## src/rtl/core/hpb_pkg.sv

```systemverilog
// Shared types, widths and constants of the banded heater PID controller.
`timescale 1ns / 1ps

package hpb_pkg;

  localparam int TEMP_W      = 16;
  localparam int ERR_W       = TEMP_W + 1;
  localparam int GAIN_W      = 16;
  localparam int BAND_W      = 15;
  localparam int SUM_W       = 24;
  localparam int FD_W        = 32;
  localparam int DRIVE_W     = 8;
  localparam int REGION_W    = 2;
  localparam int CFG_INDEX_W = 3;
  localparam int CFG_DATA_W  = 24;

  // Shared multiplier: a small signed operand times a wide signed operand.
  localparam int MUL_A_W = GAIN_W + 1;
  localparam int MUL_B_W = 34;
  localparam int PROD_W  = MUL_A_W + MUL_B_W;
  localparam int ACC_W   = PROD_W;

  // Derivative low-pass filter factors in Q0.16 (0.95 and 0.05).
  localparam logic [GAIN_W-1:0] FILT_A = 16'd62259;
  localparam logic [GAIN_W-1:0] FILT_B = 16'd3277;
  localparam int FILT_SHIFT  = 16;
  localparam int DRIVE_SHIFT = 12;
  localparam logic [ACC_W-1:0] ROUND_HALF = ACC_W'(32768);

  typedef enum logic [CFG_INDEX_W-1:0] {
    CFG_SETPOINT   = 3'd0,
    CFG_GAIN_P     = 3'd1,
    CFG_GAIN_I     = 3'd2,
    CFG_GAIN_D     = 3'd3,
    CFG_BAND       = 3'd4,
    CFG_INT_FLOOR  = 3'd5,
    CFG_INT_CEIL   = 3'd6,
    CFG_DRIVE_MAX  = 3'd7
  } cfg_index_e;

  typedef enum logic [REGION_W-1:0] {
    REGION_FULL = 2'd0,
    REGION_OFF  = 2'd1,
    REGION_PID  = 2'd2
  } region_e;

  typedef enum logic [2:0] {
    MUL_GD_DM  = 3'd0,
    MUL_FILT_B = 3'd1,
    MUL_FILT_A = 3'd2,
    MUL_GP_ERR = 3'd3,
    MUL_GI_SUM = 3'd4
  } mul_sel_e;

  typedef enum logic [2:0] {
    ACC_HOLD       = 3'd0,
    ACC_LOAD_RND   = 3'd1,
    ACC_ADD        = 3'd2,
    ACC_LOAD       = 3'd3,
    ACC_ADD_SUB_FD = 3'd4
  } acc_op_e;

  typedef struct packed {
    logic     load_in;
    logic     upd_sum;
    logic     band_res;
    mul_sel_e mul_sel;
    acc_op_e  acc_op;
    logic     upd_fd;
    logic     pid_res;
    logic     load_out;
  } cmd_t;

  typedef struct packed {
    logic in_band;
  } status_t;

endpackage

```

## src/rtl/core/hpb_ctrl.sv

```systemverilog
// Sequencer of the banded heater PID controller and the output handshake.
`timescale 1ns / 1ps

module hpb_ctrl (
  input  logic            clk_i,
  input  logic            rst_ni,
  input  logic            in_valid_i,
  output logic            in_ready_o,
  output logic            out_valid_o,
  input  logic            out_ready_i,
  input  hpb_pkg::status_t status_i,
  output hpb_pkg::cmd_t   cmd_o
);

  typedef enum logic [8:0] {
    S_IDLE  = 9'b000000001,
    S_CLASS = 9'b000000010,
    S_BMUL  = 9'b000000100,
    S_AMUL  = 9'b000001000,
    S_PMUL  = 9'b000010000,
    S_FILT  = 9'b000100000,
    S_SUM   = 9'b001000000,
    S_DRV   = 9'b010000000,
    S_DONE  = 9'b100000000
  } state_e;

  state_e state_q, state_d;
  logic   out_valid_q, out_valid_d;

  always_comb begin
    state_d       = state_q;
    out_valid_d   = out_valid_q && !out_ready_i;
    cmd_o         = '0;
    cmd_o.mul_sel = hpb_pkg::MUL_GD_DM;
    cmd_o.acc_op  = hpb_pkg::ACC_HOLD;
    in_ready_o    = 1'b0;
    case (state_q)
      S_IDLE: begin
        in_ready_o    = 1'b1;
        cmd_o.load_in = in_valid_i;
        if (in_valid_i) begin
          state_d = S_CLASS;
        end
      end
      S_CLASS: begin
        cmd_o.mul_sel = hpb_pkg::MUL_GD_DM;
        if (status_i.in_band) begin
          cmd_o.upd_sum = 1'b1;
          state_d       = S_BMUL;
        end else begin
          cmd_o.band_res = 1'b1;
          state_d        = S_DONE;
        end
      end
      S_BMUL: begin
        cmd_o.mul_sel = hpb_pkg::MUL_FILT_B;
        state_d       = S_AMUL;
      end
      S_AMUL: begin
        cmd_o.mul_sel = hpb_pkg::MUL_FILT_A;
        cmd_o.acc_op  = hpb_pkg::ACC_LOAD_RND;
        state_d       = S_PMUL;
      end
      S_PMUL: begin
        cmd_o.mul_sel = hpb_pkg::MUL_GP_ERR;
        cmd_o.acc_op  = hpb_pkg::ACC_ADD;
        state_d       = S_FILT;
      end
      S_FILT: begin
        cmd_o.mul_sel = hpb_pkg::MUL_GI_SUM;
        cmd_o.acc_op  = hpb_pkg::ACC_LOAD;
        cmd_o.upd_fd  = 1'b1;
        state_d       = S_SUM;
      end
      S_SUM: begin
        cmd_o.acc_op = hpb_pkg::ACC_ADD_SUB_FD;
        state_d      = S_DRV;
      end
      S_DRV: begin
        cmd_o.pid_res = 1'b1;
        state_d       = S_DONE;
      end
      S_DONE: begin
        // The result moves to the output register once the slot is free.
        if (!out_valid_q || out_ready_i) begin
          cmd_o.load_out = 1'b1;
          out_valid_d    = 1'b1;
          state_d        = S_IDLE;
        end
      end
      default: begin
        state_d = S_IDLE;
      end
    endcase
  end

  always_ff @(posedge clk_i or negedge rst_ni) begin
    if (!rst_ni) begin
      state_q     <= S_IDLE;
      out_valid_q <= 1'b0;
    end else begin
      state_q     <= state_d;
      out_valid_q <= out_valid_d;
    end
  end

  assign out_valid_o = out_valid_q;

endmodule

```

## src/rtl/core/hpb_datapath.sv

```systemverilog
// Datapath of the banded heater PID controller: settings, state, shared multiplier.
`timescale 1ns / 1ps

module hpb_datapath (
  input  logic                                clk_i,
  input  logic                                rst_ni,
  input  logic                                cfg_we_i,
  input  logic [hpb_pkg::CFG_INDEX_W-1:0]     cfg_index_i,
  input  logic [hpb_pkg::CFG_DATA_W-1:0]      cfg_data_i,
  input  logic signed [hpb_pkg::TEMP_W-1:0]   measured_temp_i,
  input  hpb_pkg::cmd_t                       cmd_i,
  output hpb_pkg::status_t                    status_o,
  output logic [hpb_pkg::DRIVE_W-1:0]         drive_o,
  output logic [hpb_pkg::REGION_W-1:0]        region_o
);

  localparam int TW = hpb_pkg::TEMP_W;
  localparam int EW = hpb_pkg::ERR_W;
  localparam int GW = hpb_pkg::GAIN_W;
  localparam int SW = hpb_pkg::SUM_W;
  localparam int FW = hpb_pkg::FD_W;
  localparam int AW = hpb_pkg::ACC_W;
  localparam int DW = hpb_pkg::DRIVE_W;

  // Settings
  logic signed [TW-1:0]            setpoint_q;
  logic [GW-1:0]                   gain_p_q, gain_i_q, gain_d_q;
  logic [hpb_pkg::BAND_W-1:0]      band_q;
  logic [SW-1:0]                   floor_q, ceil_q;
  logic [DW-1:0]                   dmax_q;

  // Controller state
  logic [SW-1:0]                   error_sum_q;
  logic signed [TW-1:0]            prev_q;
  logic signed [FW-1:0]            fd_q;
  logic                            pending_q;

  // Working registers
  logic signed [TW-1:0]            meas_q;
  logic signed [EW-1:0]            err_q;
  logic signed [hpb_pkg::PROD_W-1:0] prod_q;
  logic signed [AW-1:0]            acc_q;
  logic [DW-1:0]                   res_drive_q, drive_q;
  logic [hpb_pkg::REGION_W-1:0]    res_region_q, region_q;

  always_ff @(posedge clk_i or negedge rst_ni) begin
    if (!rst_ni) begin
      setpoint_q <= '0;
      gain_p_q   <= '0;
      gain_i_q   <= '0;
      gain_d_q   <= '0;
      band_q     <= hpb_pkg::BAND_W'(160);
      floor_q    <= '0;
      ceil_q     <= SW'(4096);
      dmax_q     <= DW'(255);
    end else if (cfg_we_i) begin
      case (hpb_pkg::cfg_index_e'(cfg_index_i))
        hpb_pkg::CFG_SETPOINT:  setpoint_q <= cfg_data_i[TW-1:0];
        hpb_pkg::CFG_GAIN_P:    gain_p_q   <= cfg_data_i[GW-1:0];
        hpb_pkg::CFG_GAIN_I:    gain_i_q   <= cfg_data_i[GW-1:0];
        hpb_pkg::CFG_GAIN_D:    gain_d_q   <= cfg_data_i[GW-1:0];
        hpb_pkg::CFG_BAND:      band_q     <= cfg_data_i[hpb_pkg::BAND_W-1:0];
        hpb_pkg::CFG_INT_FLOOR: floor_q    <= cfg_data_i[SW-1:0];
        hpb_pkg::CFG_INT_CEIL:  ceil_q     <= cfg_data_i[SW-1:0];
        hpb_pkg::CFG_DRIVE_MAX: dmax_q     <= cfg_data_i[DW-1:0];
        default: ;
      endcase
    end
  end

  // Error and band test
  logic signed [EW-1:0] err_d;
  logic signed [EW-1:0] band_s;
  logic                 above, below;

  assign err_d  = EW'(setpoint_q) - EW'(measured_temp_i);
  assign band_s = $signed({2'b00, band_q});
  assign above  = err_q > band_s;
  assign below  = err_q < -band_s;
  assign status_o.in_band = !above && !below;

  // Integral update with clamp; the floor test wins when floor exceeds ceiling.
  logic [SW-1:0]          sum_base;
  logic signed [SW+1:0]   sum_raw;
  logic [SW-1:0]          sum_d;

  assign sum_base = pending_q ? '0 : error_sum_q;
  assign sum_raw  = $signed({2'b00, sum_base}) + (SW+2)'(err_q);

  always_comb begin
    if (sum_raw < $signed({2'b00, floor_q})) begin
      sum_d = floor_q;
    end else if (sum_raw > $signed({2'b00, ceil_q})) begin
      sum_d = ceil_q;
    end else begin
      sum_d = sum_raw[SW-1:0];
    end
  end

  // Shared multiplier operands
  logic signed [EW-1:0]                  dm;
  logic signed [hpb_pkg::MUL_A_W-1:0]    mul_a;
  logic signed [hpb_pkg::MUL_B_W-1:0]    mul_b;

  assign dm = EW'(meas_q) - EW'(prev_q);

  always_comb begin
    case (cmd_i.mul_sel)
      hpb_pkg::MUL_GD_DM: begin
        mul_a = $signed({1'b0, gain_d_q});
        mul_b = hpb_pkg::MUL_B_W'(dm);
      end
      hpb_pkg::MUL_FILT_B: begin
        mul_a = $signed({1'b0, hpb_pkg::FILT_B});
        mul_b = prod_q[hpb_pkg::MUL_B_W-1:0];
      end
      hpb_pkg::MUL_FILT_A: begin
        mul_a = $signed({1'b0, hpb_pkg::FILT_A});
        mul_b = hpb_pkg::MUL_B_W'(fd_q);
      end
      hpb_pkg::MUL_GP_ERR: begin
        mul_a = $signed({1'b0, gain_p_q});
        mul_b = hpb_pkg::MUL_B_W'(err_q);
      end
      hpb_pkg::MUL_GI_SUM: begin
        mul_a = $signed({1'b0, gain_i_q});
        mul_b = $signed({(hpb_pkg::MUL_B_W-SW)'(0), error_sum_q});
      end
      default: begin
        mul_a = '0;
        mul_b = '0;
      end
    endcase
  end

  // Filtered derivative: floor of the rounded sum over 2^16, saturated to 32 bits.
  logic signed [AW-1:0] fd_shift;
  logic                 fd_ovf;
  logic signed [FW-1:0] fd_d;

  assign fd_shift = acc_q >>> hpb_pkg::FILT_SHIFT;
  assign fd_ovf   = fd_shift[AW-1:FW-1] != {(AW-FW+1){fd_shift[AW-1]}};

  always_comb begin
    if (fd_ovf) begin
      fd_d = fd_shift[AW-1] ? {1'b1, {(FW-1){1'b0}}} : {1'b0, {(FW-1){1'b1}}};
    end else begin
      fd_d = fd_shift[FW-1:0];
    end
  end

  // Drive from P + I - D: negative gives zero, otherwise clamp to the maximum.
  localparam int DRV_LO = hpb_pkg::DRIVE_SHIFT;
  localparam int DRV_HI = hpb_pkg::DRIVE_SHIFT + DW;
  logic [DW-1:0] pid_drive;

  always_comb begin
    if (acc_q[AW-1]) begin
      pid_drive = '0;
    end else if ((|acc_q[AW-2:DRV_HI]) || (acc_q[DRV_HI-1:DRV_LO] > dmax_q)) begin
      pid_drive = dmax_q;
    end else begin
      pid_drive = acc_q[DRV_HI-1:DRV_LO];
    end
  end

  always_ff @(posedge clk_i or negedge rst_ni) begin
    if (!rst_ni) begin
      error_sum_q <= '0;
      prev_q      <= '0;
      fd_q        <= '0;
      pending_q   <= 1'b0;
    end else begin
      if (cmd_i.upd_sum) begin
        error_sum_q <= sum_d;
        pending_q   <= 1'b0;
      end else if (cmd_i.band_res) begin
        pending_q <= 1'b1;
      end
      if (cmd_i.upd_fd) begin
        fd_q   <= fd_d;
        prev_q <= meas_q;
      end
    end
  end

  always_ff @(posedge clk_i) begin
    if (cmd_i.load_in) begin
      meas_q <= measured_temp_i;
      err_q  <= err_d;
    end
    prod_q <= mul_a * mul_b;
    case (cmd_i.acc_op)
      hpb_pkg::ACC_LOAD_RND:   acc_q <= prod_q + $signed(hpb_pkg::ROUND_HALF);
      hpb_pkg::ACC_ADD:        acc_q <= acc_q + prod_q;
      hpb_pkg::ACC_LOAD:       acc_q <= prod_q;
      hpb_pkg::ACC_ADD_SUB_FD: acc_q <= acc_q + prod_q - AW'(fd_q);
      default:                 acc_q <= acc_q;
    endcase
    if (cmd_i.band_res) begin
      res_drive_q  <= above ? dmax_q : '0;
      res_region_q <= above ? hpb_pkg::REGION_FULL : hpb_pkg::REGION_OFF;
    end else if (cmd_i.pid_res) begin
      res_drive_q  <= pid_drive;
      res_region_q <= hpb_pkg::REGION_PID;
    end
    if (cmd_i.load_out) begin
      drive_q  <= res_drive_q;
      region_q <= res_region_q;
    end
  end

  assign drive_o  = drive_q;
  assign region_o = region_q;

endmodule

```

## src/rtl/core/heater_pid_with_band.sv

```systemverilog
// Top level of the banded heater PID controller.
`timescale 1ns / 1ps

// Each transfer on the input channel carries one measured temperature (Q12.4) and
// yields exactly one result: a heater drive value and the region it came from.
// An error beyond the band gives full-on or off: the classify state tests the error,
// then the done state loads the output register once the output slot is free.
// Inside the band the PID path runs through the classify state, which also starts
// the first of five passes through the one shared 17 x 34 bit multiplier, four more
// multiply and accumulate steps, the final sum, the drive clamp and the output load.
// The input is ready again in the cycle after the result is loaded, so a new
// temperature is never taken while the previous one is still being processed. A new
// temperature is taken as soon as the previous result sits in the output register,
// even if that result has not yet been transferred. Settings must be written through
// the plain write port only while the block is idle; the block does not enforce this.
module heater_pid_with_band (
  input  logic                                clk_i,
  input  logic                                rst_ni,
  input  logic                                cfg_we_i,
  input  logic [hpb_pkg::CFG_INDEX_W-1:0]     cfg_index_i,
  input  logic [hpb_pkg::CFG_DATA_W-1:0]      cfg_data_i,
  input  logic                                in_valid_i,
  output logic                                in_ready_o,
  input  logic signed [hpb_pkg::TEMP_W-1:0]   measured_temp_i,
  output logic                                out_valid_o,
  input  logic                                out_ready_i,
  output logic [hpb_pkg::DRIVE_W-1:0]         drive_o,
  output logic [hpb_pkg::REGION_W-1:0]        region_o
);

  hpb_pkg::cmd_t    cmd;
  hpb_pkg::status_t status;

  hpb_ctrl u_ctrl (
    .clk_i       (clk_i),
    .rst_ni      (rst_ni),
    .in_valid_i  (in_valid_i),
    .in_ready_o  (in_ready_o),
    .out_valid_o (out_valid_o),
    .out_ready_i (out_ready_i),
    .status_i    (status),
    .cmd_o       (cmd)
  );

  hpb_datapath u_datapath (
    .clk_i           (clk_i),
    .rst_ni          (rst_ni),
    .cfg_we_i        (cfg_we_i),
    .cfg_index_i     (cfg_index_i),
    .cfg_data_i      (cfg_data_i),
    .measured_temp_i (measured_temp_i),
    .cmd_i           (cmd),
    .status_o        (status),
    .drive_o         (drive_o),
    .region_o        (region_o)
  );

endmodule
```

## config.mk

```make
export PLATFORM = sky130hd
export DESIGN_NAME = heater_pid_with_band
export DESIGN_NICKNAME = d
export VERILOG_FILES = /design/src/rtl/core/hpb_pkg.sv /design/src/rtl/core/hpb_ctrl.sv /design/src/rtl/core/hpb_datapath.sv /design/src/rtl/core/heater_pid_with_band.sv
export SDC_FILE = /design/constraint.sdc
export NUM_CORES = 2
export LEC_CHECK = 0
export ABC_AREA = 1
export BUFFER_PORTS_ARGS = -buffer_cell sky130_fd_sc_hd__clkbuf_2
export CORE_MARGIN = 2
export CORE_UTILIZATION = 65
export CTS_BUF_LIST = sky130_fd_sc_hd__clkbuf_16
export CTS_CLUSTER_SIZE = 30
export DETAILED_ROUTE_END_ITERATION = 8
export GPL_TIMING_DRIVEN = 0
export PLACE_DENSITY_LB_ADDON = 0.08
export SETUP_SLACK_MARGIN = 0.05
export SLEW_MARGIN = 20
export SYNTH_ARGS = -nofsm -noshare
export SYNTH_HDL_FRONTEND = slang
export SYNTH_SLANG_ARGS = --single-unit
```

## constraint.sdc

```tcl
create_clock -name clk_i -period 7.8 [get_ports clk_i]
set_clock_uncertainty 0.05 [all_clocks]
set_input_delay 0.39 -clock clk_i [delete_from_list [all_inputs] [get_ports clk_i]]
set_output_delay 0.39 -clock clk_i [all_outputs]
set_load 0.02 [all_outputs]
```

==> flow_metrics.tcl <==
set metrics [dict create \
    synth_edf_count 104 \
    synthTopCellsByArea "fa_1 (22%), nand2_1 (11%), dfrtp_1 (11%), inv_1 (9.9%), ha_1 (9.7%)" \
    cpPeakStageDelay_ps 600 \
    setup_viol 0 \
    drv_slew 0 \
    r2r_end "u_datapath.prod_q[46]" \
    dp_cells 7199 \
    grt_first_pass_wirelength_um 247000 \
    drive_gt1_share_pct 12.0 \
    crit_family "adder cells" \
    hpwl_um 131000 \
    place_area_um2 48700 \
    grt_setup_unrepaired "yes" \
    nets 7402 \
    max_cap_viol_count 0 \
    vias_per_cell 6.05 \
    syn_area_um2 47000 \
    die_w_um 273 \
    ys_async_sr_fraction_pct 58.4 \
    cp_max_fo 9 \
    routed_wl_um 167000 \
    r2r-start "u_ctrl.state_q[0]" \
    crit_buf_inv 11 \
    ios 60 \
    syn_area_per_cell_um2 7.61 \
    clk_latency_ps 630 \
    clk_path_buf_depth 3 \
    start_util_pct 65.7 \
    synth_warnings 0 \
    yosysSeqAreaShare_pct 20.4 \
    cp.required_ps 8230 \
    synth_top_cell_by_area "fa_1" \
    first_global_vias 43100 \
    synth_most_common_cell "nand2_1" \
    cp.arrival_ps 8180 \
    crit_type "reg -> reg" \
    clkTransAtPathRegs_ps 70 \
    slew_headroom_pct 22.7 \
    synth-seq-cells 373 \
    fin_area_um2 53900 \
    first_pass_iters 7 \
    seqCellArea_um2 9620 \
    fin_crit_sh_pct 99.4 \
    worstMarginPinSlew_ps 1160 \
    root_buffer "clkbuf_16" \
    fmax_mhz 129 \
    synthDominantCellAreaShare_pct 22.2 \
    final-hold-violation-count 0 \
    cts-buffers-inserted 43 \
    multi_input_area_um2 33700 \
    cp_slowest_cell "fa_2" \
    rows 98 \
    grt_usage_pct 43.8 \
    post_drt_wl_per_cell_um 22.5 \
    nFillCells 5378 \
    period_needed_ps 7750 \
    io_buffers 59 \
    startpoint "u_ctrl.state_q[0]" \
    synth_nets 7115 \
    hold-worst-slack_ps 15.4 \
    cts_tree "done" \
    syn2layout_area_growth_pct 14.5 \
    start_kind "register" \
    crit_top_cell "fa_1" \
    gp_congestion 1.06 \
    synth_commonest_cells "nand2_1 (1427), inv_1 (1244), fa_1 (522)" \
    min_path_type "in -> reg" \
    yosysUniqueCellTypes 66 \
    reg2reg_depth 35 \
    grt_max_degree 77 \
    grt.overflow.total 0 \
    ant_nets 0 \
    cp-end-kind "register" \
    die_area_um2 74500 \
    reg2reg_slack_ps 50 \
    cp_num_cells 35 \
    fin_cells 7453 \
    num_vias 45100 \
    drt_iter0_drc 5601 \
    syn_inst 6179 \
    cts_sinks 373 \
    drc 0 \
    die_h_um 273 \
    yosys_most_used_dff "dfrtp_1" \
    status "finished, final reports clean" \
    htreeDepth 2 \
    core_area_um2 71600 \
    antenna_found_initial 6 \
    crit_end "u_datapath.prod_q[46]" \
    hold-path-cell-count 1 \
]
## flip-flops by register name, summed over array words and instances, names as in the netlist, 9 cells and up
signal / cells
u_datapath.acc_q: 51
u_datapath.prod_q: 51
u_datapath.fd_q: 32
u_datapath.ceil_q: 24
u_datapath.error_sum_q: 24
u_datapath.floor_q: 24
u_datapath.err_q: 17
u_datapath.gain_d_q: 16
u_datapath.gain_i_q: 16
u_datapath.gain_p_q: 16
u_datapath.meas_q: 16
u_datapath.prev_q: 16
u_datapath.setpoint_q: 16
u_datapath.band_q: 15
u_ctrl.state_q: 9
## per-layer routing
| layer | up-vias | track usage [%] | share of wire (%) |
|---|---|---|---|
| li1 | 20100 | - | - |
| met1 | 21500 | 59.9 | 38 |
| met2 | 2975 | 65.2 | 42 |
| met3 | 584 | 12.4 | 14 |
| met4 | 6 | 18.9 | 5.7 |
| met5 | - | 0 | 0.025 |
## cell families after synthesis
group	synth area share [%]
buf+inv	11.7
simple gates	20.6
xor+xnor	3.41
compound gates	11.9
fa+ha+maj	31.9
flops	20.4
## through the flow
step / util, % / TNS (ps) / setup slack, ps
3_5_place_dp: 68.0 / -23010 / -1060
3_3_place_gp: 67.8 / -20160 / -996
5_1_grt: 75.2 / -876 / -131
6_report: 75.2 / 0 / 47.0
4_1_cts: 72.0 / 0 / 53.6
2_1_floorplan: - / 0 / 759
## placed cells by master (no fill, tap or decap), drive strengths merged, types with 51 or more instances in the layout
cell type	instances
buf	245
dfrtp	206
nand2	1439
fa	522
o21ai	337
ha	366
clkbuf	178
nor3	57
dfxtp	51
xor2	127
edfxtp	104
nand3	220
a21oi	332
nand4	59
xnor2	56
nor2	485
inv	1272
## worst min-delay path by stage
stage	from	to
4_1_cts	cfg_data_i[3]	u_datapath.dmax_q[3]
3_3_place_gp	u_datapath.res_region_q[0]	u_datapath.region_o[0]
6_report	measured_temp_i[15]	u_datapath.meas_q[15]
3_5_place_dp	u_datapath.res_drive_q[1]	u_datapath.drive_o[1]
5_1_grt	measured_temp_i[15]	u_datapath.meas_q[15]
2_1_floorplan	rst_ni	u_ctrl.out_valid_o
## cell type report
type	count	area share (%)
multi-input combinational	4377	62.6
timing repair buffer	242	3.67
antenna	3	0.0139
sequential	373	17.9
inverter	1263	8.92
clock buffer	43	2.00
tap	950	2.21
buffer	166	2.13
clock inverter	36	0.606
## timing repair
action,in CTS,in global routing
hold buffers,28,0
setup endpoints to repair,37,30
resized for setup,227,353
pin swaps,16,105
gates cloned,1,3
buffers inserted,31,110
endpoints found under the hold margin,98,0
Power is left out: the tool's default activity adds up to more than one toggle a clock period on the data nets, which glitch-free logic cannot reach.
